## src/rtl/cxbc_pkg.sv

```systemverilog
// ============================================================================
// Chained XOR byte cipher package
// Shared types, constants and the key table for the cipher block.
// ============================================================================
package cxbc_pkg;

    // Running sum value at the start of every message.
    localparam logic [7:0] SUM_START = 8'h80;

    // Number of bytes in the key table.
    localparam int KEY_LEN = 14;

    // Last valid key position.
    localparam logic [3:0] KEY_POS_LAST = 4'(KEY_LEN - 1);

    // Register indexes on the configuration port.
    typedef enum logic
    {
        REG_DIRECTION  = 1'b0,
        REG_MARK_VALUE = 1'b1
    } reg_index_t;

    // Cipher direction codes.
    typedef enum logic
    {
        DIR_ENCRYPT = 1'b0,
        DIR_DECRYPT = 1'b1
    } direction_t;

    // One input transfer.
    typedef struct packed
    {
        logic [7:0] data_byte;
        logic       first_byte;
        logic       last_byte;
    } in_item_t;

    // One result transfer.
    typedef struct packed
    {
        logic [7:0] out_byte;
        logic       out_last;
        logic       is_mark;
        logic       mark_error;
    } out_item_t;

    // Configuration seen by the cipher engine.
    typedef struct packed
    {
        direction_t direction;
        logic [7:0] mark_value;
    } cfg_t;

    // Results produced by the engine for one accepted item.
    typedef struct packed
    {
        logic      dual;
        out_item_t lead_item;
        out_item_t tail_item;
    } eng_res_t;

    // Key table lookup; positions past the end read as position zero.
    function automatic logic [7:0] key_byte(input logic [3:0] pos);
        logic [7:0] k;
        begin
            case (pos)
                4'd1:    k = 8'h6C; // l
                4'd2:    k = 8'h71; // q
                4'd3:    k = 8'h64; // d
                4'd4:    k = 8'h70; // p
                4'd5:    k = 8'h72; // r
                4'd6:    k = 8'h6B; // k
                4'd7:    k = 8'h72; // r
                4'd8:    k = 8'h68; // h
                4'd9:    k = 8'h74; // t
                4'd10:   k = 8'h6C; // l
                4'd11:   k = 8'h76; // v
                4'd12:   k = 8'h65; // e
                4'd13:   k = 8'h6B; // k
                default: k = 8'h77; // w
            endcase
            return k;
        end
    endfunction

    // Advance the key position with wrap; out-of-range positions act as zero.
    function automatic logic [3:0] next_pos(input logic [3:0] pos);
        logic [3:0] n;
        begin
            if (pos >= KEY_POS_LAST)
            begin
                n = (pos == KEY_POS_LAST) ? 4'd0 : 4'd1;
            end
            else
            begin
                n = pos + 4'd1;
            end
            return n;
        end
    endfunction

endpackage

```

## src/rtl/cxbc_engine.sv

```systemverilog
// ============================================================================
// Chained XOR byte cipher engine
// Holds the running sum and key position and computes the results of one
// accepted byte in a single pass.
// ============================================================================
module cxbc_engine
(
    input  logic               clk,
    input  logic               rst_n,
    input  logic               accept,
    input  cxbc_pkg::in_item_t item,
    input  cxbc_pkg::cfg_t     cfg,
    output cxbc_pkg::eng_res_t res
);

    logic [7:0] sum_reg;
    logic [7:0] sum_next;
    logic [3:0] pos_reg;
    logic [3:0] pos_next;

    logic [7:0] sum_base;
    logic [3:0] pos_base;
    logic [3:0] pos_one;
    logic [7:0] key_a;
    logic [7:0] key_b;
    logic [7:0] enc_sum_a;
    logic [7:0] enc_sum_b;
    logic [7:0] dec_xor;
    logic [7:0] dec_plain;

    // A new message restarts the chain.
    assign sum_base = item.first_byte ? cxbc_pkg::SUM_START : sum_reg;
    assign pos_base = item.first_byte ? 4'd0 : pos_reg;
    assign pos_one  = cxbc_pkg::next_pos(pos_base);
    assign key_a    = cxbc_pkg::key_byte(pos_base);
    assign key_b    = cxbc_pkg::key_byte(pos_one);

    // Encrypt: on a first byte the mark goes through the chain ahead of the data.
    assign enc_sum_a = sum_base + (item.first_byte ? cfg.mark_value : item.data_byte);
    assign enc_sum_b = enc_sum_a + item.data_byte;

    // Decrypt: the new sum is simply the unkeyed ciphertext.
    assign dec_xor   = item.data_byte ^ key_a;
    assign dec_plain = dec_xor - sum_base;

    // Result selection and next state.
    always_comb
    begin
        res = '0;
        sum_next = sum_reg;
        pos_next = pos_reg;
        if (cfg.direction == cxbc_pkg::DIR_DECRYPT)
        begin
            res.dual                 = 1'b0;
            res.lead_item.out_byte   = dec_plain;
            res.lead_item.out_last   = item.last_byte;
            res.lead_item.is_mark    = item.first_byte;
            res.lead_item.mark_error = item.first_byte && (dec_plain != cfg.mark_value);
            sum_next = dec_xor;
            pos_next = pos_one;
        end
        else if (item.first_byte)
        begin
            res.dual                 = 1'b1;
            res.lead_item.out_byte   = enc_sum_a ^ key_a;
            res.lead_item.is_mark    = 1'b1;
            res.tail_item.out_byte   = enc_sum_b ^ key_b;
            res.tail_item.out_last   = item.last_byte;
            sum_next = enc_sum_b;
            pos_next = cxbc_pkg::next_pos(pos_one);
        end
        else
        begin
            res.dual                 = 1'b0;
            res.lead_item.out_byte   = enc_sum_a ^ key_a;
            res.lead_item.out_last   = item.last_byte;
            sum_next = enc_sum_a;
            pos_next = pos_one;
        end
    end

    // Chain state advances only on an accepted transfer.
    always_ff @(posedge clk or negedge rst_n)
    begin
        if (!rst_n)
        begin
            sum_reg <= cxbc_pkg::SUM_START;
            pos_reg <= 4'd0;
        end
        else if (accept)
        begin
            sum_reg <= sum_next;
            pos_reg <= pos_next;
        end
    end

endmodule

```

## src/rtl/chained_xor_byte_cipher.sv

```systemverilog
// ============================================================================
// Chained XOR byte cipher
// Byte-stream cipher with a running sum and a fixed key table, with mark
// insertion on encrypt and mark checking on decrypt.
// ============================================================================
//
//   Channel   Signals                           Direction
//   -------   -------------------------------   ---------
//   input     in_valid, in_stall, in_data       into block
//   output    out_valid, out_stall, out_data    out of block
//   config    psel, penable, pwrite, paddr ...  APB slave
//
// A byte can be accepted every cycle while the input is not stalled; its
// result is registered into the output register. An encrypted first byte
// yields two transfers (mark, then data), which stalls the input while the
// second result waits in the pending register. The input also stalls while
// the output is stalled and full. Reset restores the sum to 0x80, position 0,
// and clears the valid flags of both result registers.
module chained_xor_byte_cipher
(
    input  logic                clk,
    input  logic                rst_n,
    input  logic                in_valid,
    output logic                in_stall,
    input  cxbc_pkg::in_item_t  in_data,
    output logic                out_valid,
    input  logic                out_stall,
    output cxbc_pkg::out_item_t out_data,
    input  logic                psel,
    input  logic                penable,
    input  logic                pwrite,
    input  logic [2:0]          paddr,
    input  logic [31:0]         pwdata,
    output logic [31:0]         prdata,
    output logic                pready
);

    cxbc_pkg::cfg_t      cfg_reg;
    cxbc_pkg::eng_res_t  res;
    cxbc_pkg::out_item_t out_item_reg;
    cxbc_pkg::out_item_t pend_item_reg;
    logic                out_valid_reg;
    logic                pend_valid_reg;
    logic                accept;
    logic                out_take;
    logic                cfg_write;
    cxbc_pkg::reg_index_t cfg_sel;

    // Configuration port.
    assign pready    = 1'b1;
    assign cfg_write = psel && penable && pwrite;
    assign cfg_sel   = cxbc_pkg::reg_index_t'(paddr[2]);

    always_ff @(posedge clk or negedge rst_n)
    begin
        if (!rst_n)
        begin
            cfg_reg.direction  <= cxbc_pkg::DIR_ENCRYPT;
            cfg_reg.mark_value <= 8'd0;
        end
        else if (cfg_write)
        begin
            case (cfg_sel)
                cxbc_pkg::REG_DIRECTION:  cfg_reg.direction  <= cxbc_pkg::direction_t'(pwdata[0]);
                cxbc_pkg::REG_MARK_VALUE: cfg_reg.mark_value <= pwdata[7:0];
                default:                  cfg_reg.mark_value <= cfg_reg.mark_value;
            endcase
        end
    end

    always_comb
    begin
        case (cfg_sel)
            cxbc_pkg::REG_DIRECTION:  prdata = {31'd0, cfg_reg.direction};
            cxbc_pkg::REG_MARK_VALUE: prdata = {24'd0, cfg_reg.mark_value};
            default:                  prdata = 32'd0;
        endcase
    end

    // Handshake: take a byte when both result slots can absorb it.
    assign out_take = out_valid_reg && !out_stall;
    assign in_stall = pend_valid_reg || (out_valid_reg && out_stall);
    assign accept   = in_valid && !in_stall;

    cxbc_engine u_engine
    (
        .clk    (clk),
        .rst_n  (rst_n),
        .accept (accept),
        .item   (in_data),
        .cfg    (cfg_reg),
        .res    (res)
    );

    // Output register with one pending slot for the second result.
    always_ff @(posedge clk or negedge rst_n)
    begin
        if (!rst_n)
        begin
            out_valid_reg  <= 1'b0;
            pend_valid_reg <= 1'b0;
        end
        else if (accept)
        begin
            out_valid_reg  <= 1'b1;
            pend_valid_reg <= res.dual;
        end
        else if (pend_valid_reg && (!out_valid_reg || out_take))
        begin
            out_valid_reg  <= 1'b1;
            pend_valid_reg <= 1'b0;
        end
        else if (out_take)
        begin
            out_valid_reg  <= 1'b0;
        end
    end

    // Result payload registers.
    always_ff @(posedge clk)
    begin
        if (accept)
        begin
            out_item_reg  <= res.lead_item;
            pend_item_reg <= res.tail_item;
        end
        else if (pend_valid_reg && (!out_valid_reg || out_take))
        begin
            out_item_reg  <= pend_item_reg;
        end
    end

    assign out_valid = out_valid_reg;
    assign out_data  = out_item_reg;

`ifndef SYNTHESIS
    // A pending result always sits behind a valid output.
    a_pend_behind_out: assert property (@(posedge clk) disable iff (!rst_n)
        pend_valid_reg |-> out_valid_reg)
        else $error("pending result without a valid output");

    // An accepted byte always presents a result in the next cycle.
    a_accept_gives_out: assert property (@(posedge clk) disable iff (!rst_n)
        accept |=> out_valid_reg)
        else $error("accepted byte produced no result");

    // The second result of a pair is the data byte, never the mark.
    a_pend_not_mark: assert property (@(posedge clk) disable iff (!rst_n)
        pend_valid_reg |-> (!pend_item_reg.is_mark && !pend_item_reg.mark_error))
        else $error("pending result flagged as mark");
`endif

endmodule
```

## config.mk

```make
export PLATFORM = sky130hd
export DESIGN_NAME = chained_xor_byte_cipher
export DESIGN_NICKNAME = d
export VERILOG_FILES = /design/src/rtl/cxbc_pkg.sv /design/src/rtl/cxbc_engine.sv /design/src/rtl/chained_xor_byte_cipher.sv
export SDC_FILE = /design/constraint.sdc
export NUM_CORES = 1
export LEC_CHECK = 0
export BUFFER_PORTS_ARGS = -buffer_cell sky130_fd_sc_hd__buf_2
export CAP_MARGIN = 30
export CORE_ASPECT_RATIO = 0.7
export CORE_UTILIZATION = 30
export DETAILED_ROUTE_END_ITERATION = 10
export PLACE_DENSITY = 0.56
export RECOVER_POWER = 25
export SETUP_SLACK_MARGIN = 0.3
export SLEW_MARGIN = 40
export SYNTH_ARGS = -nofsm -noshare
export SYNTH_HDL_FRONTEND = slang
export SYNTH_HIERARCHICAL = 1
export SYNTH_SLANG_ARGS = --single-unit
```

## constraint.sdc

```tcl
create_clock -name clk -period 3.7 [get_ports clk]
set_input_delay 0.74 -clock clk [delete_from_list [all_inputs] [get_ports clk]]
set_output_delay 0.74 -clock clk [all_outputs]
set_load 0.03 [all_outputs]
```

# [After elaboration in Yosys (flattened, before gate mapping)]
# Memories as Yosys holds them, arrays and structs flattened.
# Cells that the tools add are included.
[totals] ff_bits=43 rom_bits=160 inputBits=52 output_inout_bits=46 elab_cells=70 mem_count=2
[op_classes] add_sub_neg=5 order_cmp=2 n_eq_ne=3 n_mux=24 bitwise=5 reduce_logical=17
[mem_list] memory="(no name shown)" words=16 width=5 rd=1 rd_ports_with_merged_regs=0 write_ports=0 line_no="cxbc_pkg.sv:66" source="case (pos)"
[mem_list] memory="(no name shown)" words=16 width=5 rd=1 rd_ports_with_merged_regs=0 write_ports=0 line_no="cxbc_pkg.sv:66"
[ops] op="one-hot mux 32 bit (2 select lines)" n=1
[ops] op="two-way mux 11 bit" n=3
[ops] op="two-way mux 8 bit" n=4
[ops] op="bitwise XOR 8 bit" n=3
[ops] op="two-way mux 4 bit" n=5
[ops] op="adder 8 bit" n=2
[ops] op="two-way mux 1 bit" n=10
[ops] op="two-way mux 9 bit" n=1
[ops] op="adder 4 x 1 -> 4 bit, second input constant" n=2
[ops] op="equality test 4 bit, second input constant" n=2
[ops] op=">= comparator 4 bit, second input constant" n=2
[ops] op="inequality test 8 bit" n=1
[ops] op="subtractor 8 bit" n=1
[ops] op="logical AND 1 bit" n=7
[ops] op="AND reduction 2 bit" n=2
[ops] op="zero test 1 bit" n=3
[ops] op="nonzero test 3 bit" n=1
[ops] op="logical OR 1 bit" n=2
[ops] op="inverter 1 bit" n=2
[ops] op="nonzero test 2 bit" n=1
[ops] op="OR reduction 2 bit" n=1

# [Longest topological paths before layout]
[logic_depth] ltp_word=9 mapped_depth=18 mapped_depth_nobuf=17

# [Cells and area by module]
# The synthesis kept the hierarchy.
[by_module_without_submodules] module="cxbc_engine" n_inst=1 cells_per_inst=371 area_per_inst_um2=2768.9 seq_area_each_um2=301.5
[by_module_without_submodules] module="chained_xor_byte_cipher" n_inst=1 cells_per_inst=101 area_per_inst_um2=1531.5 seq_area_each_um2=935.9

# [Least setup slack after synthesis]
# No wires, ideal clock.
[synth_timing] kind="input port to flip-flop" from="in in_data[1] (netlist bit)" to="reg u_engine.sum_reg[7]" setup_time_ns=0.086 t_arrival_ns=4.424 required_ns=3.614 setup_slack_ns=-0.810 path_stages=16 path_buffers=3 cell_sequence="buf_2 > buf_1 > buf_1 > mux2_2 > ha_1 > maj3_1 > nor3_2 > nor2_1 > xor2_1 > ha_1 > a21oi_1 > o22ai_1 > o41ai_1 > or2_2 > mux2i_1 > o41a_1"
[synth_via] elab_chain_len=5 word_cells_on_any_way=6 classes_between="2 x add/sub; 4 x mux"
[synth_rtl] item="start: declaration" line_no="chained_xor_byte_cipher.sv:25" source="input cxbc_pkg::in_item_t in_data,"
[synth_rtl] item="two-way mux 8 bit, on equally long branches" line_no="cxbc_engine.sv:32, cxbc_engine.sv:39"
[synth_rtl] item="adder 8 bit" line_no="cxbc_engine.sv:39" source="assign enc_sum_a = sum_base + (item.first_byte ? cfg.mark_value : item.data_byte);"
[synth_rtl] item="adder 8 bit" line_no="cxbc_engine.sv:40" source="assign enc_sum_b = enc_sum_a + item.data_byte;"
[synth_rtl] item="two-way mux 8 bit (*)" line_no="cxbc_engine.sv:62" source="else if (item.first_byte)"
[synth_rtl] item="two-way mux 8 bit (*)" line_no="cxbc_engine.sv:52" source="if (cfg.direction == cxbc_pkg::DIR_DECRYPT)"
[synth_rtl] item="end signal: assignment" line_no="cxbc_engine.sv:87" source="sum_reg <= cxbc_pkg::SUM_START;"
[synth_rtl] item="end signal: assignment" line_no="cxbc_engine.sv:92" source="sum_reg <= sum_next;"
[synth_rtl] item="end: declaration" line_no="cxbc_engine.sv:16" source="logic [7:0] sum_reg;"
# Mark *: on every way between the ends. The rest lies on a longest branch, timed or not.
# A chain may end at the register's enable or synchronous reset.

==> qor.yml <==
status:
  outcome: "complete, but fails checks"
  violations: "capacitance limit, slew limit"
synthesis:
  synth.cell_area_mm2: 0.00430
  yosysTopAreaCellShare_pct: 15.4
  synth_top_area_cell: "edfxtp_1"
  synth_area_per_cell_um2: 9.11
  synth_edf_count: 22
  synth-warning-count: 6
  async_reset_ff_share_pct: 51.1
  ys_types: 71
  seq_area_frac_synth_pct: 28.8
  ys_seq_elements: 45
  synth_top_flop_cell: "edfxtp_1"
  synth_area_leaders: "edfxtp_1 (15%), dfrtp_1 (13%), ha_1 (8.4%)"
  netlist_instances: 472
pwr:
  clockPowerShare_pct: 10.2
  p_sw_w: 0.00200
  leakage_nw: 2.61
  comb_power_share_pct: 72.5
  p_sw_share_pct: 43.3
  vdd_drop_max_mv: 0.330
  seq_power_share_pct: 17.4
  p_per_area_mw_per_mm2: 792
  intPower_w: 0.00262
floorplanning:
  die_area_mm2: 0.0148
  die_y_um: 102
  initial_core_util_pct: 30.8
  io_pins: 98
  die_w_um: 145
  core_area_mm2: 0.0140
  rows: 36
setup_path:
  critPathArrivalTime_ns: 3.84
  cp_slowest_stage_delay_ns: 0.39
  worstSetupPathType: "input pin to register"
  crit_buf_inv: 5
  critPathCaptureType: "register"
  critPathTopFamily: "simple AND/OR/NAND/NOR gates"
  cp_slowest_cell: "or4_1"
  crit_required_ns: 3.87
  cp-start-kind: "input pin"
  crit_path_frequent_cell: "mux2_4"
  cp_cell_sequence: "buf_12, inv_4, nand2_4, inv_2, buf_6, ha_2, mux2_4, o22ai_4, xor2_2, ha_4, nor2b_4, o311a_1, or4_1, and4_1, a311oi_1, buf_4, mux2_4"
  crit_fanout: 4
  r2r_setup_slack_ns: 0.11
sta:
  fin_crit_ns: 3.67
  final.setup.tns_ns: 0
  fin_worst_skew_ns: 0.00793
  hold_viol_final: 0
  slew_viol_final: 24
  setup_ws_ns: 0.0279
  worst_pin_slew_ns: 1.52
  rsz0062_at_grt: "yes"
  period_share_pct: 99.2
  fmax_ghz: 0.272
  slew_headroom_pct: -1.23
  setup_viol: 0
global_routing:
  grt-ovfl-total: 0
  grt_first_pass_wirelength_um: 19000
  grt.total_usage_pct: 16.5
  grt_pass1_vias: 3590
  grt_max_degree: 24
  antenna_found_initial: 0
job:
  drv_cap: 1
final_layout:
  syn_to_final_growth_pct: 35.5
  diodes: 0
  final_core_util_pct: 41.7
  mostFrequentLayoutCells: "buf_4 (78), buf_2 (43), nor2_1 (31)"
  final_nets: 668
  layout_commonest_cell: "buf_4"
  drive_gt1_share_pct: 41.6
clock_tree:
  clock_latency_ns: 0.30
  cts_made_buffers: 5
  clock_path_buffers: 2
  htreeDepth: 2
  cts_tree: "yes"
  clock_sinks: 45
  cts-root-buf: "clkbuf_16"
  clk_pin_slew_ns: 0.07
worst_hold_path:
  hp-class: "register to register"
route:
  highest_layer: "met4"
  firstDrtPassIters: 4
  dr_wl_met3_um: 592
  routed-wl-met2_um: 4890
  routed_wl_um: 11900
  drt_iter0_drc: 191
  wl_met1_um: 6320
  ant_nets: 0
  vias: 3771
  viasPerCell: 4.86
  post-route-drc-count: 0
  wire_per_inst_um: 15.3
placement:
  place.detailed.hpwl_um: 9190
  place_ws_ns: -0.690
  port_buffers: 46
  gp_congestion: 0.824
==> cells in the mapped netlist (4+ instances only) <==
master,n
a211oi_1,7
a21o_1,4
a21oi_1,27
and2_1,10
and3_1,7
buf_2,5
buf_4,28
clkbuf_1,12
dfrtp_1,22
edfxtp_1,22
ha_1,29
inv_1,20
mux2_2,20
mux2_4,9
mux2i_1,12
nand2_1,29
nand2b_1,8
nand3_1,9
nor2_1,35
nor2b_1,10
nor3_1,9
nor3b_1,5
o21ai_0,19
or2_2,4
or3_1,4
xnor2_1,23
xor2_1,17
==> what timing repair did <==
item	CTS	global route
hold buffers	0	0
endpoints found under the setup margin	16	14
pin swaps	25	21
buffers inserted	2	1
gates resized for setup	38	35
==> worst paths after layout <==
check	start	end	depth (start not counted)
worst max-delay path	in_data[1]	out_data[0]$_DFFE_PP_	17
worst min-delay path	u_engine/sum_reg[0]$_DFFE_PN0P_	u_engine/sum_reg[0]$_DFFE_PN0P_	1
worst max register to register	u_engine/pos_reg[2]$_DFFE_PN0P_	out_data[0]$_DFFE_PP_	14
worst min register to register	u_engine/sum_reg[0]$_DFFE_PN0P_	u_engine/sum_reg[0]$_DFFE_PN0P_	1
max in group asynchronous	rst_n	u_engine/pos_reg[3]$_DFFE_PN0P_	1
min in group asynchronous	rst_n	cfg_reg[7]$_DFFE_PN0P_	1
==> through the flow <==
| stage | hold slack (ns) | total power, W | area, µm² | instances |
|---|---|---|---|---|
| 2_1_floorplan | 0.444 | 0.00266 | 4550 | 496 |
| 3_3_place_gp | 0.485 | 0.00367 | 5290 | 765 |
| 3_5_place_dp | 0.504 | 0.00374 | 5290 | 765 |
| 4_1_cts | 0.476 | 0.00439 | 5640 | 775 |
| 5_1_grt | 0.544 | 0.00494 | 5830 | 776 |
| 6_report | 0.519 | 0.00462 | 5830 | 776 |
==> power groups by stage <==
| stage | Clock (W) | Sequential (W) | Combinational (W) |
|---|---|---|---|
| after floorplan | 0 | 0.000818 | 0.00184 |
| after global placement | 0 | 0.000799 | 0.00287 |
| after detailed placement | 0 | 0.000804 | 0.00293 |
| after CTS | 0.000487 | 0.000797 | 0.00310 |
| after global routing | 0.000507 | 0.000823 | 0.00361 |
| final | 0.000469 | 0.000802 | 0.00335 |
==> layout make-up <==
class	count	area, µm²
Fill cell	1409	8140
Multi-Input combinational cell	382	3220
Sequential cell	45	1240
Timing Repair Buffer	130	908
Tap cell	190	238
Clock buffer	5	125
Inverter	21	81.3
Clock inverter	3	21.3
==> routing by layer <==
metal	up-vias	track usage (%)
li1	1849	-
met1	1809	25.1
met2	105	24.6
met3	8	2.86
met4	0	2.27
met5	-	0
==> cells by family (layout without fill, tap and decap cells) <==
| logic type | Yosys count | in the layout | synth area share, % |
|---|---|---|---|
| XOR/XNOR | 41 | 41 | 8.67 |
| multiplexers | 41 | 41 | 11.2 |
| adder cells (fa/ha/maj) | 32 | 32 | 9.60 |
| AND/OR/NAND/NOR | 146 | 146 | 17.6 |
| other | 3 | 27 | 0.262 |
| flip-flops | 45 | 45 | 28.8 |
| AO/OA/AOI/OAI | 95 | 95 | 15.1 |
| buffers and inverters | 69 | 159 | 8.79 |
Power figures use the tool's default switching activity.
